$ cat config.mk
export PLATFORM = sky130hd
export DESIGN_NAME = io_command_and_debounce_controller_top_flat
export DESIGN_NICKNAME = d
export VERILOG_FILES = /design/src/rtl/iocdc_pkg.sv /design/src/rtl/iocdc_in_if.sv /design/src/rtl/iocdc_out_if.sv /design/src/rtl/iocdc_ctrl.sv /design/src/rtl/iocdc_dp.sv /design/src/rtl/io_command_and_debounce_controller_top.sv /design/src/flat_wrapper.sv
export SDC_FILE = /design/constraint.sdc
export NUM_CORES = 2
export LEC_CHECK = 0
export ABC_AREA = 1
export BUFFER_PORTS_ARGS = -buffer_cell sky130_fd_sc_hd__buf_2
export CAP_MARGIN = 20
export CORE_UTILIZATION = 34
export CTS_BUF_LIST = sky130_fd_sc_hd__clkbuf_8
export CTS_CLUSTER_DIAMETER = 200
export CTS_CLUSTER_SIZE = 24
export DETAILED_ROUTE_END_ITERATION = 6
export PLACE_DENSITY = 0.46
export SYNTH_ARGS = -nofsm -noshare
export SYNTH_HDL_FRONTEND = slang
export SYNTH_SLANG_ARGS = --single-unit
$ cat constraint.sdc
create_clock -name clk -period 13.25 [get_ports clk]
set_clock_uncertainty 0.1 [all_clocks]
set_input_delay 0 -clock clk [delete_from_list [all_inputs] [get_ports clk]]
set_output_delay 0 -clock clk [all_outputs]
set_load 0.05 [all_outputs]
$ cat src/rtl/iocdc_pkg.sv
// Shared types, constants and helper functions of the I/O command controller.
// No dependencies.
package iocdc_pkg;

  localparam int unsigned IOCDC_INPUT_COUNT  = 21;
  localparam int unsigned IOCDC_OUTPUT_COUNT = 17;
  localparam int unsigned IOCDC_LINE_DEPTH   = 32;

  localparam int unsigned CFG_W     = 16;
  localparam int unsigned CFG_IDX_W = 2;
  localparam int unsigned CHAN_W    = 8;
  localparam int unsigned VAL_W     = 12;
  localparam int unsigned TIME_W    = 32;

  localparam logic [CFG_IDX_W-1:0] REG_DEBOUNCE  = 2'd0;
  localparam logic [CFG_IDX_W-1:0] REG_HEARTBEAT = 2'd1;
  localparam logic [CFG_IDX_W-1:0] REG_REPORT    = 2'd2;

  localparam logic [CFG_W-1:0] DEBOUNCE_RST  = 16'd25;
  localparam logic [CFG_W-1:0] HEARTBEAT_RST = 16'd5000;
  localparam logic [CFG_W-1:0] REPORT_RST    = 16'd100;

  localparam logic [VAL_W-1:0] DAC_MAX = 12'd4095;

  localparam logic [7:0] CH_NL    = 8'h0A;
  localparam logic [7:0] CH_CR    = 8'h0D;
  localparam logic [7:0] CH_COMMA = 8'h2C;
  localparam logic [7:0] CH_PLUS  = 8'h2B;
  localparam logic [7:0] CH_MINUS = 8'h2D;
  localparam logic [7:0] CH_D0    = 8'h30;
  localparam logic [7:0] CH_D9    = 8'h39;
  localparam logic [7:0] CH_SPACE = 8'h20;
  localparam logic [7:0] CH_TAB   = 8'h09;

  // command strings, first character in the top used byte
  localparam logic [63:0] STR_PING = 64'("PING");
  localparam logic [63:0] STR_DI   = 64'("DI_STATE");
  localparam logic [63:0] STR_DOS  = 64'("DO_STATE");
  localparam logic [63:0] STR_DO   = 64'("DO,");
  localparam logic [63:0] STR_AO   = 64'("AO,");
  localparam logic [63:0] STR_PB5  = 64'("PB5,");
  localparam logic [3:0]  LEN_PING = 4'd4;
  localparam logic [3:0]  LEN_STATE = 4'd8;
  localparam logic [3:0]  LEN_PFX  = 4'd3;
  localparam logic [3:0]  LEN_PB5  = 4'd4;

  typedef enum logic [2:0] {
    KIND_PONG, KIND_DI, KIND_DO, KIND_DO_ACK,
    KIND_AO_ACK, KIND_PB5_ACK, KIND_HEARTBEAT, KIND_AI
  } kind_t;

  typedef struct packed {
    kind_t             kind;
    logic [CHAN_W-1:0] channel;
    logic [VAL_W-1:0]  value;
  } res_t;

  typedef enum logic [1:0] {NP_WAIT, NP_WS, NP_DIG, NP_DONE} nparse_t;

  typedef struct packed {
    nparse_t           st;
    logic              neg;
    logic [TIME_W-1:0] acc;
  } num_t;

  typedef enum logic [3:0] {
    OP_IDLE, OP_LATCH, OP_BYTE, OP_SCAN_RD, OP_SCAN_EX, OP_EXEC, OP_REP_DI,
    OP_REP_DO, OP_TICK, OP_DEB, OP_HB, OP_AI_ONE, OP_AI_TWO, OP_FLUSH
  } op_t;

  typedef enum logic [3:0] {
    ST_IDLE, ST_DISPATCH, ST_SCAN_RD, ST_SCAN_EX, ST_EXEC, ST_REP_DI, ST_REP_DO,
    ST_DEB, ST_HB, ST_AI_ONE, ST_AI_TWO, ST_FLUSH
  } state_t;

  typedef struct packed {
    op_t op;
  } dp_cmd_t;

  typedef struct packed {
    logic mode_tick;
    logic nl_run;
    logic scan_end;
    logic rep_di;
    logic rep_do;
    logic last_in;
    logic last_out;
    logic out_free;
  } dp_stat_t;

  function automatic logic is_space(input logic [7:0] b);
    return (b == CH_SPACE) || (b >= CH_TAB && b <= CH_CR);
  endfunction

  // character p of a string of length n
  function automatic logic [7:0] str_at(input logic [63:0] s, input logic [2:0] p,
                                        input logic [3:0] n);
    logic [5:0] base;
    base = 6'(({2'b00, n} - 6'd1 - {3'b000, p}) * 6'd8);
    return s[base +: 8];
  endfunction

  // one character of an atoi style number scan
  function automatic num_t num_step(input num_t cur, input logic start,
                                    input logic [7:0] b);
    num_t              nx;
    nparse_t           st;
    logic              dig;
    logic [TIME_W-1:0] d;
    nx  = cur;
    st  = (cur.st == NP_WAIT && start) ? NP_WS : cur.st;
    nx.st = st;
    dig = (b >= CH_D0) && (b <= CH_D9);
    d   = {24'b0, 8'(b - CH_D0)};
    case (st)
      NP_WS: begin
        if (is_space(b)) nx.st = NP_WS;
        else if (b == CH_PLUS || b == CH_MINUS) begin
          nx.neg = (b == CH_MINUS);
          nx.st  = NP_DIG;
        end else if (dig) begin
          nx.acc = d;
          nx.st  = NP_DIG;
        end else nx.st = NP_DONE;
      end
      NP_DIG: begin
        if (dig) nx.acc = (cur.acc << 3) + (cur.acc << 1) + d;
        else nx.st = NP_DONE;
      end
      default: ;
    endcase
    return nx;
  endfunction

  function automatic logic [TIME_W-1:0] num_val(input num_t n);
    return n.neg ? (TIME_W'(0) - n.acc) : n.acc;
  endfunction

endpackage

$ cat src/rtl/iocdc_in_if.sv
// Input word channel of the I/O command controller.
// Depends on iocdc_pkg.
interface iocdc_in_if import iocdc_pkg::*; #(
  parameter int unsigned INPUT_COUNT = IOCDC_INPUT_COUNT
) ();
  logic                   valid;
  logic                   ready;
  logic                   mode;
  logic [7:0]             rx_char;
  logic [INPUT_COUNT-1:0] di_sample;
  logic [VAL_W-1:0]       analog_one;
  logic [VAL_W-1:0]       analog_two;

  modport source (output valid, mode, rx_char, di_sample, analog_one, analog_two,
                  input ready);
  modport sink (input valid, mode, rx_char, di_sample, analog_one, analog_two,
                output ready);
endinterface

$ cat src/rtl/iocdc_out_if.sv
// Result word channel of the I/O command controller.
// Depends on iocdc_pkg.
interface iocdc_out_if import iocdc_pkg::*; #(
  parameter int unsigned OUTPUT_COUNT = IOCDC_OUTPUT_COUNT
) ();
  logic                    valid;
  logic                    ready;
  logic [2:0]              kind;
  logic [CHAN_W-1:0]       channel;
  logic [VAL_W-1:0]        value;
  logic                    last;
  logic [OUTPUT_COUNT-1:0] do_levels;
  logic [VAL_W-1:0]        dac_one;
  logic [VAL_W-1:0]        dac_two;
  logic                    pb5_level;

  modport source (output valid, kind, channel, value, last, do_levels, dac_one,
                  dac_two, pb5_level, input ready);
  modport sink (input valid, kind, channel, value, last, do_levels, dac_one,
                dac_two, pb5_level, output ready);
endinterface

$ cat src/rtl/iocdc_ctrl.sv
// Sequencer of the I/O command controller: steps the datapath through one word.
// Depends on iocdc_pkg.
module iocdc_ctrl import iocdc_pkg::*; (
  input  logic     clk,
  input  logic     rst_n,
  input  logic     in_valid,
  output logic     in_ready,
  input  dp_stat_t stat,
  output dp_cmd_t  cmd
);

  state_t state_r, state_nxt;

  always_ff @(posedge clk) begin
    if (!rst_n) state_r <= ST_IDLE;
    else state_r <= state_nxt;
  end

  always_comb begin
    state_nxt = state_r;
    cmd.op    = OP_IDLE;
    in_ready  = 1'b0;
    unique case (state_r)
      ST_IDLE: begin
        in_ready = 1'b1;
        if (in_valid) begin
          cmd.op    = OP_LATCH;
          state_nxt = ST_DISPATCH;
        end
      end
      ST_DISPATCH: begin
        if (stat.mode_tick) begin
          cmd.op    = OP_TICK;
          state_nxt = ST_DEB;
        end else begin
          cmd.op    = OP_BYTE;
          state_nxt = stat.nl_run ? ST_SCAN_RD : ST_IDLE;
        end
      end
      ST_SCAN_RD: begin
        cmd.op    = OP_SCAN_RD;
        state_nxt = ST_SCAN_EX;
      end
      ST_SCAN_EX: begin
        cmd.op    = OP_SCAN_EX;
        state_nxt = stat.scan_end ? ST_EXEC : ST_SCAN_RD;
      end
      ST_EXEC: if (stat.out_free) begin
        cmd.op = OP_EXEC;
        if (stat.rep_di) state_nxt = ST_REP_DI;
        else if (stat.rep_do) state_nxt = ST_REP_DO;
        else state_nxt = ST_FLUSH;
      end
      ST_REP_DI: if (stat.out_free) begin
        cmd.op = OP_REP_DI;
        if (stat.last_in) state_nxt = ST_FLUSH;
      end
      ST_REP_DO: if (stat.out_free) begin
        cmd.op = OP_REP_DO;
        if (stat.last_out) state_nxt = ST_FLUSH;
      end
      ST_DEB: if (stat.out_free) begin
        cmd.op = OP_DEB;
        if (stat.last_in) state_nxt = ST_HB;
      end
      ST_HB: if (stat.out_free) begin
        cmd.op    = OP_HB;
        state_nxt = ST_AI_ONE;
      end
      ST_AI_ONE: if (stat.out_free) begin
        cmd.op    = OP_AI_ONE;
        state_nxt = ST_AI_TWO;
      end
      ST_AI_TWO: if (stat.out_free) begin
        cmd.op    = OP_AI_TWO;
        state_nxt = ST_FLUSH;
      end
      ST_FLUSH: if (stat.out_free) begin
        cmd.op    = OP_FLUSH;
        state_nxt = ST_IDLE;
      end
      default: state_nxt = ST_IDLE;
    endcase
  end

endmodule

$ cat src/rtl/iocdc_dp.sv
// Datapath of the I/O command controller: line memory, parser, debounce, timers,
// result hold and output registers. Depends on iocdc_pkg.
module iocdc_dp import iocdc_pkg::*; #(
  parameter int unsigned INPUT_COUNT  = IOCDC_INPUT_COUNT,
  parameter int unsigned OUTPUT_COUNT = IOCDC_OUTPUT_COUNT,
  parameter int unsigned LINE_DEPTH   = IOCDC_LINE_DEPTH
) (
  input  logic                    clk,
  input  logic                    rst_n,
  input  dp_cmd_t                 cmd,
  output dp_stat_t                stat,
  input  logic                    in_mode,
  input  logic [7:0]              in_rx_char,
  input  logic [INPUT_COUNT-1:0]  in_di_sample,
  input  logic [VAL_W-1:0]        in_analog_one,
  input  logic [VAL_W-1:0]        in_analog_two,
  input  logic                    cfg_we,
  input  logic [CFG_IDX_W-1:0]    cfg_idx,
  input  logic [CFG_W-1:0]        cfg_wdata,
  input  logic                    out_ready,
  output logic                    out_valid,
  output res_t                    out_res,
  output logic                    out_last,
  output logic [OUTPUT_COUNT-1:0] out_do_levels,
  output logic [VAL_W-1:0]        out_dac_one,
  output logic [VAL_W-1:0]        out_dac_two,
  output logic                    out_pb5
);

  localparam int unsigned MAXN = (INPUT_COUNT > OUTPUT_COUNT) ?
    ((INPUT_COUNT > LINE_DEPTH) ? INPUT_COUNT : LINE_DEPTH) :
    ((OUTPUT_COUNT > LINE_DEPTH) ? OUTPUT_COUNT : LINE_DEPTH);
  localparam int unsigned CW  = $clog2(MAXN);
  localparam int unsigned CXW = CW + 1;
  localparam int unsigned AW  = $clog2(LINE_DEPTH);
  localparam int unsigned LW  = $clog2(LINE_DEPTH + 1);
  localparam int unsigned IW  = (INPUT_COUNT > 1) ? $clog2(INPUT_COUNT) : 1;
  localparam int unsigned SW  = (CXW > LW) ? CXW : LW;

  // configuration
  logic [CFG_W-1:0] deb_r, hb_per_r, rep_per_r;

  // latched word
  logic                   mode_r;
  logic [7:0]             rx_r;
  logic [INPUT_COUNT-1:0] din_r;
  logic [VAL_W-1:0]       an1_r, an2_r;

  // line memory and scan state
  logic [7:0]    mem [LINE_DEPTH];
  logic [7:0]    rdata_r;
  logic [LW-1:0] line_len_r, scan_len_r;
  logic [CW-1:0] cnt_r;
  logic          m_ping_r, m_di_r, m_dos_r, m_do_r, m_ao_r, m_pb5_r, comma_r;
  num_t          num1_r, num2_r;

  // board state
  logic [OUTPUT_COUNT-1:0] do_bits_r;
  logic [VAL_W-1:0]        dac1_r, dac2_r;
  logic                    pb5_r;
  logic [INPUT_COUNT-1:0]  raw_r, stable_r;
  logic [TIME_W-1:0]       stamp_r [INPUT_COUNT];
  logic [TIME_W-1:0]       now_r, hb_stamp_r, rep_stamp_r;
  logic                    ai_pend_r;

  // result hold and output
  res_t hold_r;
  logic hold_v_r;
  logic out_valid_r;

  logic [CXW-1:0]    cnt_x, cnt_inc;
  logic [IW-1:0]     ci;
  logic [7:0]        b;
  logic              start1, comma_hit;
  logic [TIME_W-1:0] n1, n2, deb_age;
  logic [7:0]        idx8;
  logic              do_ok, rd, differ, deb_fire, hb_fire, ai_fire;
  logic              is_pong, is_di, is_dos, is_do, is_ao, is_pb5;
  logic [VAL_W-1:0]  ao_val;
  logic              gen_v, load_out;
  res_t              gen;

  assign cnt_x   = {1'b0, cnt_r};
  assign cnt_inc = cnt_x + CXW'(1);
  assign ci      = cnt_r[IW-1:0];
  assign b       = rdata_r;

  assign start1    = (cnt_x == CXW'(3) && !m_pb5_r) || cnt_x == CXW'(4);
  assign comma_hit = (cnt_x >= CXW'(3)) && (b == CH_COMMA) && !comma_r;

  assign n1   = num_val(num1_r);
  assign n2   = num_val(num2_r);
  assign idx8 = n1[7:0];

  assign is_pong = (scan_len_r == LW'(4)) && m_ping_r;
  assign is_di   = (scan_len_r == LW'(8)) && m_di_r;
  assign is_dos  = (scan_len_r == LW'(8)) && m_dos_r;
  assign is_do   = (scan_len_r >= LW'(3)) && m_do_r && comma_r;
  assign is_ao   = (scan_len_r >= LW'(3)) && m_ao_r && comma_r;
  assign is_pb5  = (scan_len_r >= LW'(4)) && m_pb5_r;
  assign do_ok   = (idx8 >= 8'd1) && (idx8 <= 8'(OUTPUT_COUNT));
  assign ao_val  = (n2 > TIME_W'(DAC_MAX)) ? DAC_MAX : n2[VAL_W-1:0];

  // debounce and timers
  assign rd       = din_r[ci];
  assign differ   = rd != raw_r[ci];
  assign deb_age  = now_r - stamp_r[ci];
  assign deb_fire = !differ && (deb_age > TIME_W'(deb_r)) && (rd != stable_r[ci]);
  assign hb_fire  = (now_r - hb_stamp_r) >= TIME_W'(hb_per_r);
  assign ai_fire  = (now_r - rep_stamp_r) >= TIME_W'(rep_per_r);

  // status
  assign stat.mode_tick = mode_r;
  assign stat.nl_run    = (rx_r == CH_NL) && (line_len_r != '0);
  assign stat.scan_end  = (b == 8'd0) || (SW'(cnt_inc) == SW'(line_len_r));
  assign stat.rep_di    = is_di;
  assign stat.rep_do    = is_dos && !is_di;
  assign stat.last_in   = cnt_x == CXW'(INPUT_COUNT - 1);
  assign stat.last_out  = cnt_x == CXW'(OUTPUT_COUNT - 1);
  assign stat.out_free  = !out_valid_r || out_ready;

  // result candidate of this step
  always_comb begin
    gen_v = 1'b0;
    gen   = '{kind: KIND_PONG, channel: '0, value: '0};
    case (cmd.op)
      OP_EXEC: begin
        if (is_pong) gen_v = 1'b1;
        else if (is_di || is_dos) gen_v = 1'b0;
        else if (is_do) begin
          gen_v = do_ok;
          gen   = '{kind: KIND_DO_ACK, channel: idx8,
                    value: VAL_W'(n2[7:0] != 8'd0)};
        end else if (is_ao) begin
          gen_v = 1'b1;
          gen   = '{kind: KIND_AO_ACK, channel: idx8, value: ao_val};
        end else if (is_pb5) begin
          gen_v = 1'b1;
          gen   = '{kind: KIND_PB5_ACK, channel: '0, value: VAL_W'(idx8)};
        end
      end
      OP_REP_DI: begin
        gen_v = 1'b1;
        gen   = '{kind: KIND_DI, channel: 8'(cnt_inc), value: VAL_W'(stable_r[ci])};
      end
      OP_REP_DO: begin
        gen_v = 1'b1;
        gen   = '{kind: KIND_DO, channel: 8'(cnt_inc),
                  value: VAL_W'(do_bits_r[cnt_r[((OUTPUT_COUNT > 1) ?
                                 $clog2(OUTPUT_COUNT) : 1)-1:0]])};
      end
      OP_DEB: begin
        gen_v = deb_fire;
        gen   = '{kind: KIND_DI, channel: 8'(cnt_inc), value: VAL_W'(rd)};
      end
      OP_HB: begin
        gen_v = hb_fire;
        gen   = '{kind: KIND_HEARTBEAT, channel: '0, value: '0};
      end
      OP_AI_ONE: begin
        gen_v = ai_fire;
        gen   = '{kind: KIND_AI, channel: 8'd1, value: an1_r};
      end
      OP_AI_TWO: begin
        gen_v = ai_pend_r;
        gen   = '{kind: KIND_AI, channel: 8'd2, value: an2_r};
      end
      default: ;
    endcase
  end

  // a held result leaves when a newer one arrives or the word is finished
  assign load_out = hold_v_r && (gen_v || cmd.op == OP_FLUSH);

  // configuration registers
  always_ff @(posedge clk) begin
    if (!rst_n) begin
      deb_r     <= DEBOUNCE_RST;
      hb_per_r  <= HEARTBEAT_RST;
      rep_per_r <= REPORT_RST;
    end else if (cfg_we) begin
      case (cfg_idx)
        REG_DEBOUNCE:  deb_r     <= cfg_wdata;
        REG_HEARTBEAT: hb_per_r  <= cfg_wdata;
        REG_REPORT:    rep_per_r <= cfg_wdata;
        default: ;
      endcase
    end
  end

  // word latch
  always_ff @(posedge clk) begin
    if (cmd.op == OP_LATCH) begin
      mode_r <= in_mode;
      rx_r   <= in_rx_char;
      din_r  <= in_di_sample;
      an1_r  <= in_analog_one;
      an2_r  <= in_analog_two;
    end
  end

  // line memory
  always_ff @(posedge clk) begin
    if (cmd.op == OP_BYTE && rx_r != CH_NL && rx_r != CH_CR &&
        line_len_r < LW'(LINE_DEPTH))
      mem[line_len_r[AW-1:0]] <= rx_r;
    if (cmd.op == OP_SCAN_RD) rdata_r <= mem[cnt_r[AW-1:0]];
  end

  // scan, command and tick state
  always_ff @(posedge clk) begin
    if (!rst_n) begin
      line_len_r  <= '0;
      do_bits_r   <= '0;
      dac1_r      <= '0;
      dac2_r      <= '0;
      pb5_r       <= 1'b0;
      raw_r       <= '0;
      stable_r    <= '0;
      now_r       <= '0;
      hb_stamp_r  <= '0;
      rep_stamp_r <= '0;
      ai_pend_r   <= 1'b0;
      cnt_r       <= '0;
      for (int i = 0; i < INPUT_COUNT; i++) stamp_r[i] <= '0;
    end else begin
      case (cmd.op)
        OP_BYTE: begin
          cnt_r <= '0;
          if (rx_r != CH_NL && rx_r != CH_CR) begin
            if (line_len_r < LW'(LINE_DEPTH)) line_len_r <= line_len_r + LW'(1);
            else line_len_r <= '0;
          end
        end
        OP_SCAN_EX: cnt_r <= CW'(cnt_inc);
        OP_EXEC: begin
          cnt_r      <= '0;
          line_len_r <= '0;
          if (!is_pong && !is_di && !is_dos) begin
            if (is_do) begin
              if (do_ok)
                for (int j = 0; j < OUTPUT_COUNT; j++)
                  if (idx8 == 8'(j + 1)) do_bits_r[j] <= n2[7:0] != 8'd0;
            end else if (is_ao) begin
              if (idx8 == 8'd1) dac1_r <= ao_val;
              else if (idx8 == 8'd2) dac2_r <= ao_val;
            end else if (is_pb5) pb5_r <= idx8 != 8'd0;
          end
        end
        OP_REP_DI, OP_REP_DO: cnt_r <= CW'(cnt_inc);
        OP_TICK: begin
          now_r     <= now_r + TIME_W'(1);
          cnt_r     <= '0;
          ai_pend_r <= 1'b0;
        end
        OP_DEB: begin
          cnt_r <= CW'(cnt_inc);
          if (differ) begin
            stamp_r[ci] <= now_r;
            raw_r[ci]   <= rd;
          end
          if (deb_fire) stable_r[ci] <= rd;
        end
        OP_HB: if (hb_fire) hb_stamp_r <= now_r;
        OP_AI_ONE: if (ai_fire) begin
          rep_stamp_r <= now_r;
          ai_pend_r   <= 1'b1;
        end
        default: ;
      endcase
    end
  end

  // parser registers
  always_ff @(posedge clk) begin
    if (cmd.op == OP_BYTE) begin
      m_ping_r   <= 1'b1;
      m_di_r     <= 1'b1;
      m_dos_r    <= 1'b1;
      m_do_r     <= 1'b1;
      m_ao_r     <= 1'b1;
      m_pb5_r    <= 1'b1;
      comma_r    <= 1'b0;
      scan_len_r <= '0;
      num1_r     <= '{st: NP_WAIT, neg: 1'b0, acc: '0};
      num2_r     <= '{st: NP_WAIT, neg: 1'b0, acc: '0};
    end else if (cmd.op == OP_SCAN_EX && b != 8'd0) begin
      scan_len_r <= LW'(cnt_inc);
      m_ping_r <= m_ping_r && (cnt_x >= CXW'(LEN_PING) ||
                               b == str_at(STR_PING, cnt_r[2:0], LEN_PING));
      m_di_r   <= m_di_r && (cnt_x >= CXW'(LEN_STATE) ||
                             b == str_at(STR_DI, cnt_r[2:0], LEN_STATE));
      m_dos_r  <= m_dos_r && (cnt_x >= CXW'(LEN_STATE) ||
                              b == str_at(STR_DOS, cnt_r[2:0], LEN_STATE));
      m_do_r   <= m_do_r && (cnt_x >= CXW'(LEN_PFX) ||
                             b == str_at(STR_DO, cnt_r[2:0], LEN_PFX));
      m_ao_r   <= m_ao_r && (cnt_x >= CXW'(LEN_PFX) ||
                             b == str_at(STR_AO, cnt_r[2:0], LEN_PFX));
      m_pb5_r  <= m_pb5_r && (cnt_x >= CXW'(LEN_PB5) ||
                              b == str_at(STR_PB5, cnt_r[2:0], LEN_PB5));
      num1_r   <= num_step(num1_r, start1, b);
      if (comma_hit) begin
        comma_r   <= 1'b1;
        num2_r.st <= NP_WS;
      end else num2_r <= num_step(num2_r, 1'b0, b);
    end
  end

  // hold and output registers
  always_ff @(posedge clk) begin
    if (!rst_n) begin
      hold_v_r    <= 1'b0;
      out_valid_r <= 1'b0;
    end else begin
      if (gen_v) hold_v_r <= 1'b1;
      else if (cmd.op == OP_FLUSH) hold_v_r <= 1'b0;
      if (load_out) out_valid_r <= 1'b1;
      else if (out_ready) out_valid_r <= 1'b0;
    end
  end

  always_ff @(posedge clk) begin
    if (gen_v) hold_r <= gen;
    if (load_out) begin
      out_res       <= hold_r;
      out_last      <= cmd.op == OP_FLUSH;
      out_do_levels <= do_bits_r;
      out_dac_one   <= dac1_r;
      out_dac_two   <= dac2_r;
      out_pb5       <= pb5_r;
    end
  end

  assign out_valid = out_valid_r;

endmodule

$ cat src/rtl/io_command_and_debounce_controller_top.sv
// Steps: a plain byte is latched, then stored; on a newline the non-empty stored line is
//   scanned byte by byte (read, then examine), executed, reported for DI_STATE/DO_STATE,
//   flushed; a tick is latched, advances the timer, debounces each input, checks heartbeat
//   and both analog reports, flushes; result steps stall while an output word is unaccepted.
// Throughput: one word at a time. Reset (synchronous, rst_n low): all board state, timers,
//   stamps cleared, registers back to 25/5000/100 ms; line memory not cleared, needs no sweep.
module io_command_and_debounce_controller_top import iocdc_pkg::*; #(
  parameter int unsigned INPUT_COUNT  = IOCDC_INPUT_COUNT,
  parameter int unsigned OUTPUT_COUNT = IOCDC_OUTPUT_COUNT,
  parameter int unsigned LINE_DEPTH   = IOCDC_LINE_DEPTH
) (
  input  logic                 clk,
  input  logic                 rst_n,
  iocdc_in_if.sink             in_ch,
  iocdc_out_if.source          out_ch,
  input  logic                 cfg_we,
  input  logic [CFG_IDX_W-1:0] cfg_idx,
  input  logic [CFG_W-1:0]     cfg_wdata
);

  // Control and data are split: the sequencer issues one operation per cycle unless it
  // waits for a free output register; the datapath reports back through a status word.
  dp_cmd_t  cmd;
  dp_stat_t stat;
  res_t     res;

  iocdc_ctrl u_ctrl (
    .clk      (clk),
    .rst_n    (rst_n),
    .in_valid (in_ch.valid),
    .in_ready (in_ch.ready),
    .stat     (stat),
    .cmd      (cmd)
  );

  // Results pass through a one-word hold so that the final word of each input
  // can be marked last before it is shown; the output register decouples the sink.
  iocdc_dp #(
    .INPUT_COUNT  (INPUT_COUNT),
    .OUTPUT_COUNT (OUTPUT_COUNT),
    .LINE_DEPTH   (LINE_DEPTH)
  ) u_dp (
    .clk           (clk),
    .rst_n         (rst_n),
    .cmd           (cmd),
    .stat          (stat),
    .in_mode       (in_ch.mode),
    .in_rx_char    (in_ch.rx_char),
    .in_di_sample  (in_ch.di_sample),
    .in_analog_one (in_ch.analog_one),
    .in_analog_two (in_ch.analog_two),
    .cfg_we        (cfg_we),
    .cfg_idx       (cfg_idx),
    .cfg_wdata     (cfg_wdata),
    .out_ready     (out_ch.ready),
    .out_valid     (out_ch.valid),
    .out_res       (res),
    .out_last      (out_ch.last),
    .out_do_levels (out_ch.do_levels),
    .out_dac_one   (out_ch.dac_one),
    .out_dac_two   (out_ch.dac_two),
    .out_pb5       (out_ch.pb5_level)
  );

  assign out_ch.kind    = res.kind;
  assign out_ch.channel = res.channel;
  assign out_ch.value   = res.value;

endmodule

$ cat src/flat_wrapper.sv
// flat-port wrapper written by rule: the top's interface ports become plain ports
module io_command_and_debounce_controller_top_flat import iocdc_pkg::*;
#(
  parameter int unsigned INPUT_COUNT  = IOCDC_INPUT_COUNT,
  parameter int unsigned OUTPUT_COUNT = IOCDC_OUTPUT_COUNT,
  parameter int unsigned LINE_DEPTH   = IOCDC_LINE_DEPTH
)
  (clk, rst_n, cfg_we, cfg_idx, cfg_wdata, in_ch_valid, in_ch_mode, in_ch_rx_char, in_ch_di_sample, in_ch_analog_one, in_ch_analog_two, in_ch_ready, out_ch_valid, out_ch_kind, out_ch_channel, out_ch_value, out_ch_last, out_ch_do_levels, out_ch_dac_one, out_ch_dac_two, out_ch_pb5_level, out_ch_ready);
  iocdc_in_if #(.INPUT_COUNT(INPUT_COUNT)) in_ch_i ();
  iocdc_out_if #(.OUTPUT_COUNT(OUTPUT_COUNT)) out_ch_i ();
  input  logic clk;
  input  logic rst_n;
  input  logic cfg_we;
  input  logic [CFG_IDX_W-1:0] cfg_idx;
  input  logic [CFG_W-1:0] cfg_wdata;
  input wire logic [$bits(in_ch_i.valid)-1:0] in_ch_valid;
  input wire logic [$bits(in_ch_i.mode)-1:0] in_ch_mode;
  input wire logic [$bits(in_ch_i.rx_char)-1:0] in_ch_rx_char;
  input wire logic [$bits(in_ch_i.di_sample)-1:0] in_ch_di_sample;
  input wire logic [$bits(in_ch_i.analog_one)-1:0] in_ch_analog_one;
  input wire logic [$bits(in_ch_i.analog_two)-1:0] in_ch_analog_two;
  output wire logic [$bits(in_ch_i.ready)-1:0] in_ch_ready;
  output wire logic [$bits(out_ch_i.valid)-1:0] out_ch_valid;
  output wire logic [$bits(out_ch_i.kind)-1:0] out_ch_kind;
  output wire logic [$bits(out_ch_i.channel)-1:0] out_ch_channel;
  output wire logic [$bits(out_ch_i.value)-1:0] out_ch_value;
  output wire logic [$bits(out_ch_i.last)-1:0] out_ch_last;
  output wire logic [$bits(out_ch_i.do_levels)-1:0] out_ch_do_levels;
  output wire logic [$bits(out_ch_i.dac_one)-1:0] out_ch_dac_one;
  output wire logic [$bits(out_ch_i.dac_two)-1:0] out_ch_dac_two;
  output wire logic [$bits(out_ch_i.pb5_level)-1:0] out_ch_pb5_level;
  input wire logic [$bits(out_ch_i.ready)-1:0] out_ch_ready;
  assign in_ch_i.valid = in_ch_valid;
  assign in_ch_i.mode = in_ch_mode;
  assign in_ch_i.rx_char = in_ch_rx_char;
  assign in_ch_i.di_sample = in_ch_di_sample;
  assign in_ch_i.analog_one = in_ch_analog_one;
  assign in_ch_i.analog_two = in_ch_analog_two;
  assign in_ch_ready = in_ch_i.ready;
  assign out_ch_valid = out_ch_i.valid;
  assign out_ch_kind = out_ch_i.kind;
  assign out_ch_channel = out_ch_i.channel;
  assign out_ch_value = out_ch_i.value;
  assign out_ch_last = out_ch_i.last;
  assign out_ch_do_levels = out_ch_i.do_levels;
  assign out_ch_dac_one = out_ch_i.dac_one;
  assign out_ch_dac_two = out_ch_i.dac_two;
  assign out_ch_pb5_level = out_ch_i.pb5_level;
  assign out_ch_i.ready = out_ch_ready;
  io_command_and_debounce_controller_top #(.INPUT_COUNT(INPUT_COUNT), .OUTPUT_COUNT(OUTPUT_COUNT), .LINE_DEPTH(LINE_DEPTH)) u_core (.clk(clk), .rst_n(rst_n), .in_ch(in_ch_i), .out_ch(out_ch_i), .cfg_we(cfg_we), .cfg_idx(cfg_idx), .cfg_wdata(cfg_wdata));
endmodule
==> impl_summary.log <==
INFO  metric routabilityCongestion = 0.8815
INFO  metric max_freq = 0.1202 GHz
INFO  metric clock_sinks = 1741
INFO  metric postSynth.asyncResetShare = 0%
INFO  metric pin_count = 145
INFO  metric layout.core_utilization = 37.65%
INFO  metric num-nets-final = 9385
INFO  metric root_buffer = clkbuf_8
INFO  metric clock_latency_late_sink = 0.97 ns
INFO  metric cts_inserted_buffers = 83
INFO  metric ctsHtreeMaxLevel = 3
INFO  metric global_route.usage.met2 = 38.48%
INFO  metric critical_path.slowest_cell = buf_4
INFO  metric cts-root-to-sink-buffers = 3
INFO  metric power_density = 137.6 mW/mm^2
INFO  metric most_common_library_cell_in_the_layout_ignoring_fill_and_taps = nor2_1
INFO  metric initial_utilization = 34.29%
INFO  metric data_required_time_at_the_worst_endpoint = 13.71 ns
INFO  metric timing.critical_path.fanout_max = 66
INFO  metric syn-instance-count = 8772
INFO  metric final_period_minus_worst_setup_slack = 8.318 ns
INFO  metric antenna_found_initial = 5
INFO  metric critical_path.most_common_cell = nand2_1
INFO  metric report.final.hold_viol_count = 0
INFO  metric dr_total_vias = 64514
INFO  metric worstSetupPathType = register to register
INFO  metric grt_start_max_net_pins = 192
INFO  metric ir_worst_vdd = 0.08971 mV
INFO  metric clk_pin_slew = 0.17 ns
INFO  metric postCtsSetupBuffers = 0
INFO  metric synth.distinct_cells = 71
INFO  metric worst_slew_margin_rel = 24.83%
INFO  metric antenna_left = 0
INFO  metric min-delay-path-class = primary input to register
INFO  metric first_global_vias = 61957
INFO  metric totalNegativeSetupSlack = 0 ns
INFO  metric yosys_register_bits = 1741
INFO  metric drv.max_cap_violation_count = 0
INFO  metric grt_use_met3 = 2.192%
INFO  metric grt_pass1_wl = 422400 microns
INFO  metric grt_util_met1 = 30.99%
INFO  metric avgRoutedWirePerCell = 23.34 microns
INFO  metric rsz0062_at_grt = false
INFO  metric tightest_slew = 1.123 ns
INFO  metric synth_warnings = 0
INFO  metric synth_sequential_area_ratio = 58.86%
INFO  metric worst_endpoint_data_arrival_time = 8.77 ns
INFO  metric synth-edff-count = 1431
INFO  metric post-dp-hpwl = 178800 microns
INFO  metric die_height = 497.7 microns
INFO  metric critical_path_start_type = register
INFO  metric fin_crit_sh = 62.78%
INFO  metric drtPass1Iterations = 6
INFO  metric syn-cell-area = 0.08355 sq mm
INFO  metric detail_route.drc_violations = 0
INFO  metric routed_via_density = 5.232
INFO  metric gr-usage-all-layers = 22.68%
INFO  metric grt.busiest_layer = met2
INFO  metric cts_tree = yes
INFO  metric final_cell_mix = nor2_1 (1849), edfxtp_1 (1431), nand2_1 (1150)
INFO  metric drt-total-wl = 287800 microns
INFO  metric fp-row-count = 181
INFO  metric synth_flop_cell = edfxtp_1
INFO  metric ratio_of_cells_with_drive_above_1_in_the_final_layout = 5.918%
INFO  metric placement.io_buffers = 144
INFO  metric grt_overflow_total = 0
INFO  metric critPathMaxStageDelay = 0.69 ns
INFO  metric die_x = 497.7 microns
INFO  metric leakage = 0.03482 uW
INFO  metric drv_slew = 0
INFO  metric die-area = 0.2477 sq mm
INFO  metric outcome = finished, final reports clean
INFO  metric end_kind = register
INFO  metric fillCellCount = 24602
INFO  metric placeableCoreArea = 0.2437 sq mm
INFO  metric flow.area_growth_from_synthesis = 9.797%
INFO  metric drt-initial-drc-count = 5690
INFO  metric avgSynthCellArea = 9.525 sq um
INFO  metric setup_viol = 0
## critical path: cells and delay by family, from the launching register on
kind	cells	cell delay (ns)
buffers and inverters	7	2.79
and+or+nand+nor	18	1.98
AOI/OAI and AO/OA	6	1.24
DFF	1	0.68
adders and majority gates	2	0.65
xor gates and xnor gates	1	0.21
## state kept, by name, indices dropped and copies added, names as in the netlist, 16 cells and up, named ones only
| name | flops |
|---|---|
| u_core.u_dp.deb_r | 16 |
| u_core.u_dp.din_r | 21 |
| u_core.u_dp.do_bits_r | 17 |
| u_core.u_dp.hb_per_r | 16 |
| u_core.u_dp.hb_stamp_r | 32 |
| u_core.u_dp.hold_r | 23 |
| u_core.u_dp.mem | 256 |
| u_core.u_dp.now_r | 32 |
| u_core.u_dp.num2_r | 35 |
| u_core.u_dp.out_do_levels | 17 |
| u_core.u_dp.out_res | 23 |
| u_core.u_dp.raw_r | 21 |
| u_core.u_dp.rep_per_r | 16 |
| u_core.u_dp.rep_stamp_r | 32 |
| u_core.u_dp.stable_r | 21 |
| u_core.u_dp.stamp_r | 1024 |
## path summary, 6_finish.rpt
check                                                          from  slack [ns]  cells past startpoint                                    to
worst min register to register  u_core.u_dp.hold_r[9]$_SDFFCE_PN0P_        0.33                      0      u_core.u_dp.out_res[9]$_DFFE_PP_
worst max register to register                             register        4.93                     34  u_core.u_dp.out_dac_one[6]$_DFFE_PP_
worst min-delay path                                          rst_n        0.09                      3  u_core.u_dp.hb_per_r[9]$_SDFFE_PN1P_
worst max-delay path                                       register        4.93                     34  u_core.u_dp.out_dac_one[6]$_DFFE_PP_
## metal layers
layer / wire length, microns / vias up
li1: - / 30449
met1: 129000 / 32030
met2: 138100 / 1759
met3: 13410 / 276
met4: 7280 / 0
met5: 0 / -
## metrics by stage
step | hold WS (ns) | std cells | area [sq um] | setup slack (ns) | power [uW]
final | 0.09152 | 12331 | 91740 | 4.932 | 12630
after global routing | 0.06460 | 12330 | 91730 | 4.401 | 13360
after CTS | 0.004128 | 12326 | 91700 | 4.978 | 12710
after detailed placement | 0.07809 | 12015 | 88530 | 5.074 | 10300
after global placement | 0.07649 | 12014 | 88510 | 5.087 | 10260
after floorplan | -0.001131 | 9027 | 84510 | 7.137 | 9121
## layout make-up
cell class	instances	area, sq um	area share [%]
Tap cell	3202	4006	4.367
Sequential cell	1741	49190	53.63
Antenna cell	4	10.01	0.01091
Clock inverter	57	309.0	0.3369
Timing Repair Buffer	455	3597	3.921
Multi-Input combinational cell	6048	30640	33.40
Inverter	740	2820	3.074
Clock buffer	84	1156	1.260
## Yosys cell counts, types with 8 or more instances
master        n  share of area (%)
o21bai_1      8              0.072
o21ai_1      18               0.11
o21ai_0     958                5.7
a21o_1       23               0.21
o221ai_1    203                2.1
a32o_1       26               0.31
nor2_4       13               0.18
edfxtp_1   1431                 51
o21a_1       12               0.11
nand2_1    1171                5.3
xnor2_1      25               0.26
nand4_1      65               0.49
a31oi_1      48               0.36
nor4_1        9              0.067
nand2_2       8              0.060
nor3_1       49               0.29
xor2_1       86               0.90
fa_1         14               0.34
a211oi_1     10              0.090
nand3b_1     20               0.18
a221oi_1      8              0.084
buf_4        16               0.14
o211ai_1     26               0.23
clkbuf_1    364                1.6
nor2_2       20               0.15
buf_1        23               0.10
o2111ai_1    13               0.14
dfxtp_1     310                7.4
nor2_1     1852                8.3
ha_1        225                3.4
nand2_4       8               0.11
buf_2        92               0.55
o22ai_1      91               0.68
or2_2        16               0.12
inv_2        19              0.085
nand3_1     304                1.8
inv_1       710                3.2
a21oi_1     385                2.3
## what timing repair did
item,in CTS,in global routing
hold endpoints to repair,303,0
hold buffers,170,0
resized for setup,0,0
## cells by family (layout without fill, tap and decap cells)
| family | after synthesis | count (layout) | share of synthesized area, % |
|---|---|---|---|
| buf+inv | 1238 | 1336 | 5.812 |
| simple gates | 3563 | 3563 | 17.35 |
| fa+ha+maj | 239 | 239 | 3.705 |
| compound gates | 1879 | 1879 | 13.11 |
| other cells | 1 | 260 | 0.004488 |
| xor+xnor | 111 | 111 | 1.164 |
| flops | 1741 | 1741 | 58.86 |
## power breakdown
part	switching [uW]	internal [uW]	total (uW)
sequential	151	6280	6430
combinational	2640	1150	3790
clock	1770	633	2400
total	4560	8070	12600
No activity file was read; power rests on OpenSTA's default activity.
